### config.mk
export PLATFORM = sky130hd
export DESIGN_NAME = ile_cell
export DESIGN_NICKNAME = d
export VERILOG_FILES = /design/src/hdl/ile_pkg.sv /design/src/hdl/ile_cell.sv
export SDC_FILE = /design/constraint.sdc
export NUM_CORES = 1
export LEC_CHECK = 0
export BUFFER_PORTS_ARGS = -buffer_cell sky130_fd_sc_hd__buf_4
export CORE_AREA = 5 5 166 168
export DETAILED_ROUTE_END_ITERATION = 10
export DIE_AREA = 0 0 171 173
export PLACE_DENSITY_LB_ADDON = 0.15
export SETUP_SLACK_MARGIN = 0.05
export SYNTH_ARGS = -nofsm -noshare
export SYNTH_HDL_FRONTEND = slang
export SYNTH_SLANG_ARGS = --single-unit
### constraint.sdc
create_clock -name clk_i -period 5.8 [get_ports clk_i]
set_input_delay 0.58 -clock clk_i [delete_from_list [all_inputs] [get_ports clk_i]]
set_output_delay 0.58 -clock clk_i [all_outputs]
set_load 0.005 [all_outputs]
### src/hdl/ile_pkg.sv
// Indexed list engine package: widths, action codes, cell control types.
// No dependencies; used by the interfaces, the cell and the top level.
`timescale 1ns / 1ps

package ile_pkg;

  localparam int unsigned DataW       = 64;
  localparam int unsigned PosW        = 16;
  localparam int unsigned ActW        = 3;
  localparam int unsigned DefCapacity = 64;
  localparam int unsigned MaxCapacity = 4096;
  localparam int unsigned IdxW        = $clog2(MaxCapacity + 1);
  localparam int unsigned CntWDef     = $clog2(DefCapacity + 1);

  localparam logic [DataW-1:0] NotFound = {DataW{1'b1}};

  typedef enum logic [ActW-1:0] {
    ACT_PUSH   = 3'd0,
    ACT_POP    = 3'd1,
    ACT_GET    = 3'd2,
    ACT_SET    = 3'd3,
    ACT_INSERT = 3'd4,
    ACT_REMOVE = 3'd5,
    ACT_FIND   = 3'd6,
    ACT_CLEAR  = 3'd7
  } act_e;

  typedef enum logic [1:0] {
    CELL_HOLD,
    CELL_WRITE,
    CELL_INSERT,
    CELL_REMOVE
  } cell_op_e;

  typedef enum logic {
    RD_INDEX,
    RD_MATCH
  } rd_mode_e;

  typedef enum logic [1:0] {
    ST_IDLE,
    ST_SWEEP,
    ST_DONE
  } st_e;

  typedef struct packed {
    logic              capture;
    logic              sweep;
    cell_op_e          op;
    rd_mode_e          rd;
    logic [IdxW-1:0]   wr_idx;
    logic [IdxW-1:0]   rd_idx;
    logic [IdxW-1:0]   lim;
    logic [DataW-1:0]  val;
  } cell_ctl_t;

  typedef struct packed {
    logic             hit;
    logic [DataW-1:0] data;
  } cell_res_t;

endpackage

### src/hdl/ile_cell.sv
// One list cell: holds one entry, shifts with its neighbors, and folds the
// read/search result down the chain. Depends on ile_pkg.
`timescale 1ns / 1ps

module ile_cell #(
  parameter int unsigned CELL_IDX = 0
) (
  input  logic                       clk_i,
  input  ile_pkg::cell_ctl_t         ctl_i,
  input  logic [ile_pkg::DataW-1:0]  below_i,
  input  logic [ile_pkg::DataW-1:0]  above_i,
  input  ile_pkg::cell_res_t         res_above_i,
  output logic [ile_pkg::DataW-1:0]  entry_o,
  output ile_pkg::cell_res_t         res_o
);
  import ile_pkg::*;

  localparam logic [IdxW-1:0] MyIdx = IdxW'(CELL_IDX);

  logic [DataW-1:0] entry_q, entry_d;
  cell_res_t        res_q, res_d;

  always_comb begin
    entry_d = entry_q;
    if (ctl_i.capture) begin
      case (ctl_i.op)
        CELL_WRITE: begin
          if (MyIdx == ctl_i.wr_idx) entry_d = ctl_i.val;
        end
        CELL_INSERT: begin
          if (MyIdx > ctl_i.wr_idx) begin
            entry_d = below_i;
          end else if (MyIdx == ctl_i.wr_idx) begin
            entry_d = ctl_i.val;
          end
        end
        CELL_REMOVE: begin
          if (MyIdx >= ctl_i.wr_idx) entry_d = above_i;
        end
        default: ;
      endcase
    end
  end

  always_comb begin
    res_d = res_q;
    if (ctl_i.capture) begin
      if (ctl_i.rd == RD_INDEX) begin
        res_d.hit  = (MyIdx == ctl_i.rd_idx);
        res_d.data = entry_q;
      end else begin
        res_d.hit  = (MyIdx < ctl_i.lim) && (entry_q == ctl_i.val);
        res_d.data = DataW'(CELL_IDX);
      end
    end else if (ctl_i.sweep && !res_q.hit) begin
      res_d = res_above_i;
    end
  end

  always_ff @(posedge clk_i) begin
    entry_q <= entry_d;
    res_q   <= res_d;
  end

  assign entry_o = entry_q;
  assign res_o   = res_q;

endmodule

==> impl_metrics.toml <==
[run_status]
status = "finished, final reports clean"

[sta]
finalSetupViolCount = 0
fmax_mhz = 391
slew_headroom = 0.333
period_share = 0.442
tightest_slew_ns = 1.00
slew_violations = 0
layout_min_cycle_time_ns = 2.56
finalSetupTns_ns = 0
hold_viol = 0
clock-skew-final_ns = 0.0146
rsz0062_at_grt = "no"
whs_ns = 0.434

[synth]
seq_area_frac_synth = 0.538
ys_ff_latch = 129
syn_inst = 710
synth_top_cells_by_area = "edfxtp_1 (54%), o21ai_0 (7.9%), mux2i_1 (6.9%)"
yosysUniqueCellTypes = 33
avgSynthCellArea_sq_um = 10.2
synth_fp_nets = 1014
synth_top_area_frac = 0.538
ys_warn_count = 0
synth_area_sq_mm = 0.00721
synth_top_area_cell = "edfxtp_1"

[critical_path]
start_kind = "input port"
r2r_end = "res_o[64]$_DFFE_PP_"
rrSetupSlack_ns = 3.34
cpMostUsedCell = "buf_4"
cp_max_fo = 66
crit_arrival_ns = 2.69
cp-end-kind = "flop"
critical_path.slowest_cell = "ha_4"
slowest_delay_ns = 0.71
cp_data_required_time_ns = 5.93
path_cells = "buf_4 > ha_4 > nor2b_4 > buf_4 > o21ai_0"
r2r_cells = 6
critPathKind = "input port to flop"
regToRegStartpoint = "entry_o[54]$_DFFE_PP_"

[worst_hold_path]
hold_depth = 3
min_path_type = "input port to flop"
worstHoldEndpoint = "entry_o[62]$_DFFE_PP_"
min-delay-start = "above_i[62]"

[placement]
place_hpwl_um = 22100
post-place-cells = 1373
gp_congestion = 0.768
io_buffers = 366

[clocking]
clockBufferDepth = 2
cts_htree_levels = 4
hold_buffers = 0
clk_pin_slew_ns = 0.06
root_buffer = "clkbuf_16"
cts-resized-gates = 0
cts_setup_buffers = 0
clock_sinks = 129
cts_made_buffers = 17
clock_latency_ns = 0.42
cts_tree = "yes"

[drt]
route.detailed.drc = 0
routed_wl_um = 29400
dr.pass1.iters = 5
vias = 6552
via_per_inst = 4.66
drt_iter0_markers = 381
wire_per_inst_um = 20.9
ant_nets = 0

[global_routing]
grt_max_degree = 67
track_usage = 0.193
grt_pass1_wl_um = 43300
grt_overflow = 0
antenna_found_initial = 0
grt_pass1_vias = 6755

[job]
drv_cap = 0

[floorplan]
core_region_area_sq_mm = 0.0258
die_h_um = 173
boundaryPins = 431
die_w_um = 171
initial_utilization = 0.280
dieArea_sq_mm = 0.0296
rows = 59

[power]
leakagePower_nw = 4.98
ir_drop_mv = 0.121
pwr_density_cell_mw_per_mm2 = 247

[layout]
final_cell_mix = "buf_4 (371), edfxtp_1 (129), o21ai_0 (114)"
layout-drive-gt1-share = 0.378
final_common_cell = "buf_4"
final_cells = 1405
area.growth.synth_to_final_pct = 50.3
fin_nets = 1361
==> synth_stat cells <==
library cell and n:
a2111oi_0 1, a2111oi_4 1, a21o_1 1, a21oi_1 15
a221o_1 1, a221oi_1 3, a222oi_1 1, a22o_1 4
and2_1 1, and4_1 1, buf_1 2, buf_2 8
buf_6 1, clkbuf_1 32, edfxtp_1 129, ha_1 2
inv_1 91, mux2i_1 50, nand2_1 73, nand2b_1 3
nand3b_1 57, nand4_1 10, nor2_1 20, nor2b_1 2
nor3_1 3, nor4_1 16, o2111ai_1 1, o21ai_0 114
o21ai_1 16, o22ai_1 8, o2bb2ai_1 4, xnor2_1 13
xor2_1 26
==> worst max-delay path by stage <==
stage	cells past startpoint	start	endpoint	slack [ns]
after floorplan	6	ctl_i[98]	entry_o[0]$_DFFE_PP_	2.48
after global placement	5	ctl_i[104]	entry_o[11]$_DFFE_PP_	2.76
after detailed placement	5	ctl_i[104]	entry_o[53]$_DFFE_PP_	2.71
after CTS	5	ctl_i[104]	entry_o[53]$_DFFE_PP_	3.15
after global routing	5	ctl_i[104]	entry_o[24]$_DFFE_PP_	3.04
final	5	ctl_i[104]	entry_o[53]$_DFFE_PP_	3.24
==> report_power, final <==
group	internal (mW)	switching [mW]	leakage [nW]
clock	0.631	0.435	0.264
sequential	1.12	0.0488	1.27
combinational	0.243	0.203	3.45
total	1.99	0.687	4.98
==> per-layer routing <==
layer | share of wire | GRT usage | wire (um)
met5 | 0 | 0 | 0
met4 | 0.011 | 0.0449 | 320
met3 | 0.072 | 0.0539 | 2130
met2 | 0.49 | 0.320 | 14500
met1 | 0.43 | 0.251 | 12500
==> logic make-up (layout without fill, tap and decap cells) <==
family | Yosys count | count (layout) | synth area share
buffers and inverters | 134 | 493 | 0.0722
and+or+nand+nor | 186 | 186 | 0.139
adders and majority gates | 2 | 2 | 0.00347
AOI/OAI and AO/OA | 170 | 170 | 0.131
muxes | 50 | 50 | 0.0694
xor gates and xnor gates | 39 | 39 | 0.0474
other | 0 | 1 | 0
DFF | 129 | 129 | 0.538
==> final cells by class <==
| class | count | area, sq um |
|---|---|---|
| fillers | 2609 | 14900 |
| clock inverters | 13 | 138 |
| clock buffers | 18 | 429 |
| flip-flops and latches | 129 | 3870 |
| multi-input cells | 447 | 2840 |
| diodes | 1 | 2.50 |
| well taps | 335 | 419 |
| inverters | 91 | 342 |
| repair buffers | 371 | 2790 |
==> state kept, by name (all words and copies together) (netlist names) <==
signal	cells
res_o	65
entry_o	64
==> per-stage QoR <==
| step | area (sq um) | power, mW | utilization | worst slack (ns) |
|---|---|---|---|---|
| floorplan | 7210 | 1.33 | - | 2.48 |
| global placement | 10300 | 1.64 | 0.398 | 2.76 |
| detailed placement | 10300 | 1.64 | 0.398 | 2.71 |
| CTS | 10800 | 2.71 | 0.420 | 3.15 |
| global route | 10800 | 2.79 | 0.420 | 3.04 |
| finish | 10800 | 2.68 | 0.420 | 3.24 |
==> critical path, delay by kind of cell <==
kind,cells,cell delay [ns]
AOI/OAI and AO/OA,1,0.20
adders and majority gates,1,0.71
buffers and inverters,2,0.65
and+or+nand+nor,1,0.51
No activity file was read; power rests on OpenSTA's default activity.
